==> src/design/pur_pkg.sv <==
// Shared types, constants and the nibble character table of the unmask and run decoder.
`timescale 1ns / 1ps
package pur_pkg;

   localparam int QDEPTH = 4;
   localparam int QPTR_W = $clog2(QDEPTH);
   localparam int QCNT_W = QPTR_W + 1;

   localparam logic [1:0] CSR_SESSION_MODE = 2'd0;
   localparam logic [1:0] CSR_SESSION_KEY  = 2'd1;

   localparam logic [2:0] MODE_SUB     = 3'd0;
   localparam logic [2:0] MODE_ADD     = 3'd1;
   localparam logic [2:0] MODE_SUB_XOR = 3'd2;
   localparam logic [2:0] MODE_ADD_XOR = 3'd3;

   localparam logic [7:0] KEY_OFFSET   = 8'h40;
   localparam logic [7:0] XOR_MASK     = 8'hC3;
   localparam logic [7:0] FIXED_OFFSET = 8'h0F;
   localparam logic [7:0] END_CODE     = 8'hFF;
   localparam logic [7:0] PLAIN_MASK   = 8'hFF;

   typedef enum logic [1:0] {
      PH_HEADER = 2'd0,
      PH_PLAIN  = 2'd1,
      PH_PACKED = 2'd2
   } phase_type;

   typedef struct packed {
      logic       two;
      logic       is_end;
      logic [7:0] c0;
      logic [7:0] c1;
   } pur_entry_type;

   function automatic logic [7:0] nibble_char(input logic [3:0] nib);
      logic [7:0] ch;
      case (nib)
         4'd1:    ch = 8'h20;
         4'd2:    ch = 8'h2D;
         4'd3:    ch = 8'h2E;
         4'd14:   ch = 8'h0A;
         4'd0:    ch = 8'h00;
         4'd15:   ch = 8'h00;
         default: ch = 8'h30 + {4'd0, nib - 4'd4};
      endcase
      return ch;
   endfunction

   function automatic logic nibble_ok(input logic [3:0] nib);
      return (nib != 4'd0) && (nib != 4'd15);
   endfunction

endpackage

==> src/design/pur_front.sv <==
// Front part: configuration registers, unmasking, run state and result classification.
`timescale 1ns / 1ps
module pur_front
   import pur_pkg::*;
(
   input  logic          clock,
   input  logic          reset,
   input  logic          req_valid,
   input  logic [7:0]    req_in_byte,
   input  logic          csr_wr_en,
   input  logic [1:0]    csr_index,
   input  logic [7:0]    csr_wr_data,
   input  logic          q_full,
   output logic          q_push,
   output pur_entry_type q_entry
);

   logic [2:0] mode_ff;
   logic [7:0] key_ff;
   phase_type  phase_ff, phase_in;
   logic [6:0] rem_ff, rem_in;

   logic       accept;
   logic [7:0] key_eff;
   logic [7:0] u;
   logic [3:0] hi, lo;
   logic       hv, take_lo;
   logic [6:0] rem1, rem2;

   assign accept  = req_valid && !q_full;
   assign key_eff = key_ff + KEY_OFFSET;
   assign hi      = u[7:4];
   assign lo      = u[3:0];
   assign hv      = nibble_ok(hi);
   assign rem1    = hv ? rem_ff - 7'd1 : rem_ff;
   assign take_lo = nibble_ok(lo) && (rem1 != 7'd0);
   assign rem2    = take_lo ? rem1 - 7'd1 : rem1;

   always_comb begin
      case (mode_ff)
         MODE_SUB:     u = req_in_byte - key_eff;
         MODE_ADD:     u = req_in_byte + key_eff;
         MODE_SUB_XOR: u = (req_in_byte - key_eff) ^ XOR_MASK;
         MODE_ADD_XOR: u = (req_in_byte + key_eff) ^ XOR_MASK;
         default:      u = req_in_byte - FIXED_OFFSET;
      endcase
   end

   always_comb begin
      phase_in       = phase_ff;
      rem_in         = rem_ff;
      q_push         = 1'b0;
      q_entry.two    = 1'b0;
      q_entry.is_end = 1'b0;
      q_entry.c0     = 8'h00;
      q_entry.c1     = 8'h00;
      if (u == END_CODE) begin
         phase_in       = PH_HEADER;
         rem_in         = 7'd0;
         q_push         = accept;
         q_entry.is_end = 1'b1;
      end else if (phase_ff == PH_PLAIN && rem_ff != 7'd0) begin
         rem_in     = rem_ff - 7'd1;
         phase_in   = (rem_ff == 7'd1) ? PH_HEADER : PH_PLAIN;
         q_push     = accept;
         q_entry.c0 = u ^ PLAIN_MASK;
      end else if (phase_ff == PH_PACKED && rem_ff != 7'd0) begin
         rem_in      = rem2;
         phase_in    = (rem2 == 7'd0) ? PH_HEADER : PH_PACKED;
         q_push      = accept && (hv || take_lo);
         q_entry.two = hv && take_lo;
         q_entry.c0  = hv ? nibble_char(hi) : nibble_char(lo);
         q_entry.c1  = nibble_char(lo);
      end else if (u[6:0] == 7'd0) begin
         phase_in = PH_HEADER;
         rem_in   = 7'd0;
      end else begin
         phase_in = u[7] ? PH_PACKED : PH_PLAIN;
         rem_in   = u[6:0];
      end
   end

   always_ff @(posedge clock) begin
      if (reset) begin
         phase_ff <= PH_HEADER;
         rem_ff   <= 7'd0;
      end else if (accept) begin
         phase_ff <= phase_in;
         rem_ff   <= rem_in;
      end
   end

   always_ff @(posedge clock) begin
      if (reset) begin
         mode_ff <= 3'd0;
         key_ff  <= 8'd0;
      end else if (csr_wr_en) begin
         case (csr_index)
            CSR_SESSION_MODE: mode_ff <= csr_wr_data[2:0];
            CSR_SESSION_KEY:  key_ff  <= csr_wr_data;
            default:          ;
         endcase
      end
   end

endmodule

==> src/design/pur_queue.sv <==
// Short queue of classified requests between the front and back parts.
`timescale 1ns / 1ps
module pur_queue
   import pur_pkg::*;
(
   input  logic          clock,
   input  logic          reset,
   input  logic          push,
   input  pur_entry_type push_entry,
   input  logic          pop,
   output pur_entry_type head,
   output logic          full,
   output logic          nonempty
);

   pur_entry_type           entries_ff [QDEPTH];
   logic [QPTR_W-1:0]       wr_ptr_ff, rd_ptr_ff;
   logic [QCNT_W-1:0]       cnt_ff;
   logic                    do_push, do_pop;

   assign full     = (cnt_ff == QCNT_W'(QDEPTH));
   assign nonempty = (cnt_ff != '0);
   assign do_push  = push && !full;
   assign do_pop   = pop && nonempty;
   assign head     = entries_ff[rd_ptr_ff];

   always_ff @(posedge clock) begin
      if (do_push) begin
         entries_ff[wr_ptr_ff] <= push_entry;
      end
   end

   always_ff @(posedge clock) begin
      if (reset) begin
         wr_ptr_ff <= '0;
         rd_ptr_ff <= '0;
         cnt_ff    <= '0;
      end else begin
         if (do_push) begin
            wr_ptr_ff <= wr_ptr_ff + 1'b1;
         end
         if (do_pop) begin
            rd_ptr_ff <= rd_ptr_ff + 1'b1;
         end
         case ({do_push, do_pop})
            2'b10:   cnt_ff <= cnt_ff + 1'b1;
            2'b01:   cnt_ff <= cnt_ff - 1'b1;
            default: ;
         endcase
      end
   end

endmodule

==> src/design/pur_back.sv <==
// Back part: sends one or two results per queued request through an output register.
`timescale 1ns / 1ps
module pur_back
   import pur_pkg::*;
(
   input  logic          clock,
   input  logic          reset,
   input  pur_entry_type head,
   input  logic          nonempty,
   output logic          pop,
   output logic          rsp_valid,
   input  logic          rsp_stall,
   output logic [7:0]    rsp_out_char,
   output logic          rsp_packet_end,
   output logic          rsp_last
);

   logic       valid_ff, valid_in;
   logic       pend_ff, pend_in;
   logic [7:0] pend_char_ff;
   logic [7:0] char_ff, char_in;
   logic       end_ff, end_in;
   logic       last_ff, last_in;
   logic       out_free;

   assign out_free = !valid_ff || !rsp_stall;

   always_comb begin
      valid_in = valid_ff;
      pend_in  = pend_ff;
      char_in  = char_ff;
      end_in   = end_ff;
      last_in  = last_ff;
      pop      = 1'b0;
      if (out_free) begin
         if (pend_ff) begin
            valid_in = 1'b1;
            pend_in  = 1'b0;
            char_in  = pend_char_ff;
            end_in   = 1'b0;
            last_in  = 1'b1;
         end else if (nonempty) begin
            pop      = 1'b1;
            valid_in = 1'b1;
            pend_in  = head.two;
            char_in  = head.c0;
            end_in   = head.is_end;
            last_in  = !head.two;
         end else begin
            valid_in = 1'b0;
         end
      end
   end

   always_ff @(posedge clock) begin
      if (reset) begin
         valid_ff <= 1'b0;
         pend_ff  <= 1'b0;
      end else begin
         valid_ff <= valid_in;
         pend_ff  <= pend_in;
      end
   end

   always_ff @(posedge clock) begin
      char_ff <= char_in;
      end_ff  <= end_in;
      last_ff <= last_in;
      if (pop) begin
         pend_char_ff <= head.c1;
      end
   end

   assign rsp_valid      = valid_ff;
   assign rsp_out_char   = char_ff;
   assign rsp_packet_end = end_ff;
   assign rsp_last       = last_ff;

endmodule

==> src/design/packet_unmask_run_decoder_core.sv <==
// Top level of the packet unmask and run decoder.
// The decoder takes one masked byte per request and can accept a request every
// cycle while its four-entry request queue has room. Each byte gives zero, one or
// two results; the result channel carries one result per cycle unless stalled, so
// a packed-run byte that yields two characters sends them one after the other.
// With an empty queue and a free result channel, a result passes through the queue
// entry and then the output register before it is valid. Header bytes and bytes
// whose nibbles are both skipped give no result. The user writes session mode and
// key at index 0 and 1 only while the decoder is idle; the block does not check it.
`timescale 1ns / 1ps
module packet_unmask_run_decoder_core
   import pur_pkg::*;
(
   input  logic       clock,
   input  logic       reset,
   input  logic       req_valid,
   output logic       req_stall,
   input  logic [7:0] req_in_byte,
   output logic       rsp_valid,
   input  logic       rsp_stall,
   output logic [7:0] rsp_out_char,
   output logic       rsp_packet_end,
   output logic       rsp_last,
   input  logic       csr_wr_en,
   input  logic [1:0] csr_index,
   input  logic [7:0] csr_wr_data
);

   pur_entry_type push_entry, head;
   logic          push, pop, q_full, q_nonempty;

   assign req_stall = q_full;

   pur_front u_front (
      .clock       (clock),
      .reset       (reset),
      .req_valid   (req_valid),
      .req_in_byte (req_in_byte),
      .csr_wr_en   (csr_wr_en),
      .csr_index   (csr_index),
      .csr_wr_data (csr_wr_data),
      .q_full      (q_full),
      .q_push      (push),
      .q_entry     (push_entry)
   );

   pur_queue u_queue (
      .clock      (clock),
      .reset      (reset),
      .push       (push),
      .push_entry (push_entry),
      .pop        (pop),
      .head       (head),
      .full       (q_full),
      .nonempty   (q_nonempty)
   );

   pur_back u_back (
      .clock          (clock),
      .reset          (reset),
      .head           (head),
      .nonempty       (q_nonempty),
      .pop            (pop),
      .rsp_valid      (rsp_valid),
      .rsp_stall      (rsp_stall),
      .rsp_out_char   (rsp_out_char),
      .rsp_packet_end (rsp_packet_end),
      .rsp_last       (rsp_last)
   );

`ifndef ASSERT_OFF
   a_end_marker: assert property (@(posedge clock) disable iff (reset)
      rsp_valid && rsp_packet_end |-> rsp_out_char == 8'h00 && rsp_last)
      else $error("End marker carries a character or is not last.");

   a_reset_idle: assert property (@(posedge clock)
      $past(reset) |-> !rsp_valid)
      else $error("Result valid right after reset.");

   a_queue_flags: assert property (@(posedge clock) disable iff (reset)
      q_full |-> q_nonempty)
      else $error("Request queue full and empty at once.");
`endif

endmodule
==> config.mk <==
export PLATFORM = sky130hd
export DESIGN_NAME = packet_unmask_run_decoder_core
export DESIGN_NICKNAME = d
export VERILOG_FILES = /design/src/design/pur_pkg.sv /design/src/design/pur_front.sv /design/src/design/pur_queue.sv /design/src/design/pur_back.sv /design/src/design/packet_unmask_run_decoder_core.sv
export SDC_FILE = /design/constraint.sdc
export NUM_CORES = 1
export LEC_CHECK = 0
export ABC_AREA = 1
export BUFFER_PORTS_ARGS = -buffer_cell sky130_fd_sc_hd__buf_4
export CAP_MARGIN = 20
export CORE_ASPECT_RATIO = 0.8
export CORE_UTILIZATION = 30
export CTS_BUF_LIST = sky130_fd_sc_hd__clkbuf_16
export DETAILED_ROUTE_END_ITERATION = 6
export SYNTH_ARGS = -nofsm -noshare
export SYNTH_HDL_FRONTEND = slang
export SYNTH_SLANG_ARGS = --single-unit
==> constraint.sdc <==
create_clock -name clock -period 10.4 [get_ports clock]
set_input_delay 2.08 -clock clock [delete_from_list [all_inputs] [get_ports clock]]
set_output_delay 2.08 -clock clock [all_outputs]
set_load 0.005 [all_outputs]
## Yosys cells after proc, flatten, opt, wreduce, memory -nomap -nowiden

Memories as Yosys holds them, arrays and structs flattened. A register that Yosys moved wholly into a read port is not among the register bits.
Cells that the tools add are included.

- Output and inout port bits: 12
- Memories kept: 1
- Bits in registers: 47
- Input port bits: 23
- Logic and storage cells: 131
- Memory bits (writable): 72

Memory list:

| memory | words | width | read ports | clocked after Yosys merged registers in | write ports | line | source |
|---|---|---|---|---|---|---|---|
| u_queue.entries_ff | 4 | 18 | 1 | 1 | 1 | pur_queue.sv:16 | `pur_entry_type entries_ff [QDEPTH];` |

- Bitwise logic cells: 3
- Add/subtract/negate cells: 14
- Eq/ne operators: 23
- Mux-type cells: 43
- Reduce and logical (&&, ||, !) cells: 34

Operators by type and width:

| cell | number |
|---|---|
| one-hot mux 8 bit (5 select lines) | 2 |
| 2-to-1 mux 7 bit | 6 |
| 2-to-1 mux 8 bit | 5 |
| 2-to-1 mux 16 bit | 2 |
| one-hot mux 8 bit (4 select lines) | 1 |
| 2-to-1 mux 1 bit | 18 |
| equality test 4 x 2 -> 1 bit (second input constant) | 4 |
| equality test 4 bit (second input constant) | 4 |
| 2-to-1 mux 2 bit | 8 |
| adder 6 x 4 -> 7 bit (first input constant) | 2 |
| logical NOT 7 bit | 2 |
| nonzero test 7 bit | 2 |
| subtractor 7 x 1 -> 7 bit (second input constant) | 2 |
| logical AND 1 bit | 10 |
| adder 8 x 7 -> 8 bit (second input constant) | 1 |
| adder 8 bit | 1 |
| equality test 4 x 1 -> 1 bit (second input constant) | 2 |
| equality test 8 bit (second input constant) | 1 |
| logical NOT 4 bit | 2 |
| != test 4 bit (second input constant) | 2 |
| NOT 4 bit | 2 |
| NOT 8 bit | 1 |
| nonzero test 4 bit | 2 |
| subtractor 4 x 3 -> 4 bit (second input constant) | 2 |
| 20 further kinds | 33 |

## Depth between registers and ports, before layout

- Depth after elaboration: 17
- Gate-level depth with buffers: 36
- Gate-level depth less buffers: 35

## Modules after synthesis

From an unflattened synthesis, not the netlist that was laid out.

- Cells, all modules: 790
- Area total of the unflattened synthesis: 7001.7 um2

Modules (own cells, without submodules):

| module | cells each | times used | area each (um2) | sequential area each (um2) |
|---|---|---|---|---|
| pur_queue | 243 | 1 | 3266.9 | 2342.2 |
| pur_front | 486 | 1 | 2941.6 | 400.4 |
| pur_back | 61 | 1 | 793.3 | 580.6 |

## Worst setup path before layout

OpenSTA, ideal clock, no wires.

- Path type: input to register
- Start point: input req_in_byte[0]
- End point: memory u_queue.entries_ff[0][0] in the netlist's numbering (enable)
- Arrival: 5902 ps
- Path buffers: 0
- Setup time: 389 ps
- Path slack: 4109 ps
- Stages on the path: 27
- Data required time: 10011 ps
- Path through: inv_1 ha_1 inv_1 fa_1 nand3_1 nand3_1 a21oi_1 o21bai_1 xor2_1 o22ai_1 inv_1 nand4_1 nand2_1 inv_1 ha_1 nand4_4 nand2_4 xor2_2 inv_1 ha_1 inv_1 nor2_2 nand3_4 nand2_4 o211ai_2 nand2_4 nor2_1

- Word-level cells in the longest chain between the ends: 16
- Elaborated cells between the ends (all ways): 24
- Those cells by class: 3 x add/sub; 3 x eq/ne; 7 x mux; 2 x bitwise; 9 x reduce/logical

Ends and longest elaborated chain:

| item | line | source |
|---|---|---|
| start, declared | packet_unmask_run_decoder_core.sv:18 | `input logic [7:0] req_in_byte,` |
| adder 8 bit or subtractor 8 bit (tied branches) | -- |  |
| NOT 4 bit (no line) | -- |  |
| one-hot mux 8 bit (4 select lines) * | pur_front.sv:40 | `case (mode_ff)` |
| != test 4 bit or nonzero test 4 bit (tied branches) | pur_pkg.sv:51 | `return (nib != 4'd0) && (nib != 4'd15);` |
| logical AND 1 bit | pur_pkg.sv:51 |  |
| 2-to-1 mux 7 bit | pur_front.sv:35 | `assign rem1 = hv ? rem_ff - 7'd1 : rem_ff;` |
| nonzero test 7 bit | pur_front.sv:36 | `assign take_lo = nibble_ok(lo) && (rem1 != 7'd0);` |
| logical AND 1 bit | pur_front.sv:36 |  |
| logical OR 1 bit | pur_front.sv:70 | `q_push = accept && (hv \|\| take_lo);` |
| logical AND 1 bit | pur_front.sv:70 |  |
| 2-to-1 mux 1 bit | pur_front.sv:67 | `end else if (phase_ff == PH_PACKED && rem_ff != 7'd0) begin` |
| 2-to-1 mux 1 bit | pur_front.sv:62 | `end else if (phase_ff == PH_PLAIN && rem_ff != 7'd0) begin` |
| 2-to-1 mux 1 bit * | pur_front.sv:57 | `if (u == END_CODE) begin` |
| logical AND 1 bit * | pur_queue.sv:23 | `assign do_push = push && !full;` |
| 2-to-1 mux 1 bit * | pur_queue.sv:28 | `if (do_push) begin` |
| 2-to-1 mux 1 bit (not written as such) * | pur_queue.sv:29 | `entries_ff[wr_ptr_ff] <= push_entry;` |
| end, declared | pur_queue.sv:16 |  |

Mark *: on every way between the ends. The rest lies on a longest branch, timed or not.

## Worst setup path after layout

- Start point: input req_in_byte[0]
- End point: register u_queue.cnt_ff[2]

- Word-level cells in the longest chain between the ends: 16
- Elaborated cells between the ends (all ways): 26
- Those cells by class: 3 x add/sub; 5 x eq/ne; 6 x mux; 2 x bitwise; 10 x reduce/logical

Ends and longest elaborated chain:

| item | line | source |
|---|---|---|
| adder 8 bit or subtractor 8 bit (tied branches) | -- |  |
| NOT 4 bit (no line) | -- |  |
| one-hot mux 8 bit (4 select lines) * | pur_front.sv:40 |  |
| != test 4 bit or nonzero test 4 bit (tied branches) | pur_pkg.sv:51 |  |
| logical AND 1 bit | pur_pkg.sv:51 |  |
| 2-to-1 mux 7 bit | pur_front.sv:35 |  |
| nonzero test 7 bit | pur_front.sv:36 |  |
| logical AND 1 bit | pur_front.sv:36 |  |
| logical OR 1 bit | pur_front.sv:70 |  |
| logical AND 1 bit | pur_front.sv:70 |  |
| 2-to-1 mux 1 bit | pur_front.sv:67 |  |
| 2-to-1 mux 1 bit | pur_front.sv:62 |  |
| 2-to-1 mux 1 bit * | pur_front.sv:57 |  |
| logical AND 1 bit * | pur_queue.sv:23 |  |
| equality test 2 x 1 -> 1 bit or equality test 2 bit (tied branches) | pur_queue.sv:45 | `case ({do_push, do_pop})` |
| one-hot mux 3 bit (2 select lines) or nonzero test 2 bit (tied branches) | -- |  |
| end signal, assigned | pur_queue.sv:46 | `2'b10: cnt_ff <= cnt_ff + 1'b1;` |
| end signal, assigned | pur_queue.sv:47 | `2'b01: cnt_ff <= cnt_ff - 1'b1;` |
| end, declared | pur_queue.sv:18 | `logic [QCNT_W-1:0] cnt_ff;` |

Marks and branches as above.
A chain may end at the register's enable or synchronous reset.

==> results.ini <==
[global_route]
grt_max_degree=34
antenna_found_initial=0
grt_first_pass_wirelength_mm=24.8
grt.total_usage_pct=14.2
grt.overflow.total=0
grt_pass1_vias=4658

[die]
die_height_um=133
core-area_um2=20900
initial_core_util_pct=30.9
std_cell_rows=47
pin_count=35
die-area_um2=22100
dieWidth_um=166

[timing]
timing.final.crit_share_pct=65.7
fin_setup_tns_ns=0
whs_ns=0.473
worst_pin_slew_ns=0.999
setup_ws_ns=3.57
max_freq_ghz=0.146
maxSlewViolCount=0
setup_viol=0
skew_ns=0.00925
rsz0062_at_grt=no
hold_viol_final=0
max_slew_margin_pct=32.9
fin_crit_ns=6.83

[synth]
syn_area_per_cell_um2=8.49
syn_inst=761
synthArstFlopShare_pct=0
yosysTopAreaCellShare_pct=37.2
syn_area_um2=6460
synth_top_area_cell=edfxtp_1
synth-edff-count=80
synth_area_leaders=edfxtp_1 (37%), dfxtp_1 (9.6%), nand2_1 (7.2%), nor2_1 (6.5%), o21ai_0 (5.6%)
ys.flop_type=edfxtp_1
yosysUniqueCellTypes=49
ys_seq_elements=111
ys_seq_area_share_pct=46.8
yosys_warnings=0
synthesis.nets=815

[setup_path]
worstPathMaxFanout=17
slowest_stage=fa_1
cp.arrival_ns=7.07
cpMostUsedCell=inv_1
worst-setup-path-type=input port to flip-flop
end_kind=flip-flop
slowest_delay_ns=0.39
critPathRequiredTime_ns=10.64
setup.worst_path.start_class=input port

[final_layout]
syn2layout_area_growth_pct=12.4
diodes=0
layout_common_cells=nand2_1 (124), nor2_1 (111), inv_1 (83)
finalNonFillerCells=1061
final_common_cell=nand2_1
nNetsFinal=841
drive_above_1_share_pct=13.5

[clock_network]
cts_tree=yes
cts-root-buf=clkbuf_16
cts_buffers=9
clkLatencyLatePin_ns=0.35
clkTransAtPathRegs_ns=0.07
clkSinkCount=111
clockBufferDepth=2
post_cts_buffers=0
hold_buffers=0
cts_resized=0
htreeDepth=3

[route]
via_count=5090
drt-total-wl_mm=15.1
drt_iter0_markers=506
drc=1
ant_nets=0
wl_per_cell_um=14.3
routed_via_density=4.80
firstDrtPassIters=7

[power_and_ir_drop]
p_leak_nw=2.93
p_per_area_nw_per_um2=242
irDropWorstVdd_mv=0.0880

[placed_design]
dpl.cell_count=1045
pre_cts_slack_ns=3.25
place_congestion=0.870
dp_hpwl_mm=10.9
numPortBuffers=34

[outcome]
status=finished, violations left
violations=DRC

[flow_run]
drv_cap=0

[hold_path]
hold_class=flip-flop to flip-flop

[power by group]
part           internal, mW  total (mW)  switching (mW)
sequential            0.609       0.652          0.0427
combinational         0.252       0.762           0.510
clock                 0.170       0.344           0.174
[metrics by stage]
stage	instance area [um2]	utilization, %	total power, mW
finish	7260	34.8	1.76
global route	7260	34.8	1.88
CTS	7260	34.8	1.76
detailed placement	6960	33.3	1.42
global placement	6960	33.3	1.41
floorplan	6460	-	1.21
[logic make-up after synthesis]
logic type,share of synthesized area [%]
simple gates,23.7
fa+ha+maj,6.35
compound gates,13.8
buf+inv,7.32
flops,46.8
xor+xnor,2.01
[cells in the mapped netlist, drive strengths merged, types with 9 or more instances]
library cell  number
nand2            142
nor2             121
inv               88
o21ai             81
edfxtp            80
a21oi             52
nand3             44
dfxtp             31
ha                28
clkbuf            17
nor3              11
o22ai             11
xor2               9
[critical path: cells and delay by family]
kind                       cells  cell delay [ns]
adders and majority gates      6             1.51
buffers and inverters          8             0.76
and+or+nand+nor               10             1.45
AOI/OAI and AO/OA              8             0.97
xor gates and xnor gates       2             0.29
[registers in the layout (all words and copies together) (netlist names), named ones only]
name and cells:
u_queue.wr_ptr_ff 2, u_back.pend_char_ff 6, u_front.phase_ff 2, u_front.rem_ff 7, u_back.pend_ff 1, u_queue.rd_ptr_ff 2
u_back.rsp_last 1, u_back.rsp_valid 1, u_queue.cnt_ff 3, u_back.rsp_out_char 8, u_front.key_ff 8, u_back.rsp_packet_end 1
u_queue.entries_ff 64, u_front.mode_ff 3
[metal layers]
metal	share of wire (%)	vias to the layer above	GRT usage (%)
li1	-	2604	-
met1	52	2319	20.6
met2	41	147	21.2
met3	5.6	20	2.82
met4	1.4	0	4.57
met5	0	-	0
[area by class of cell]
type	instances	area, um2
timing repair buffer	40	300
multi-input combinational	536	2960
tap	269	337
inverter	89	337
fill	2100	13600
clock inverter	7	73.8
clock buffer	9	225
sequential	111	3020
[final timing paths]
path | from | end | slack [ns] | depth (start not counted)
min reg2reg | u_queue.rd_ptr_ff[1] | flip-flop | 0.47 | 2
max | req_in_byte[0] | u_queue.cnt_ff[2] | 3.57 | 34
min | u_queue.rd_ptr_ff[1] | flip-flop | 0.47 | 2
max reg2reg | u_front.key_ff[0] | u_queue.cnt_ff[2] | 5.07 | 32
Note: power is estimated with default switching activity, not from simulation.
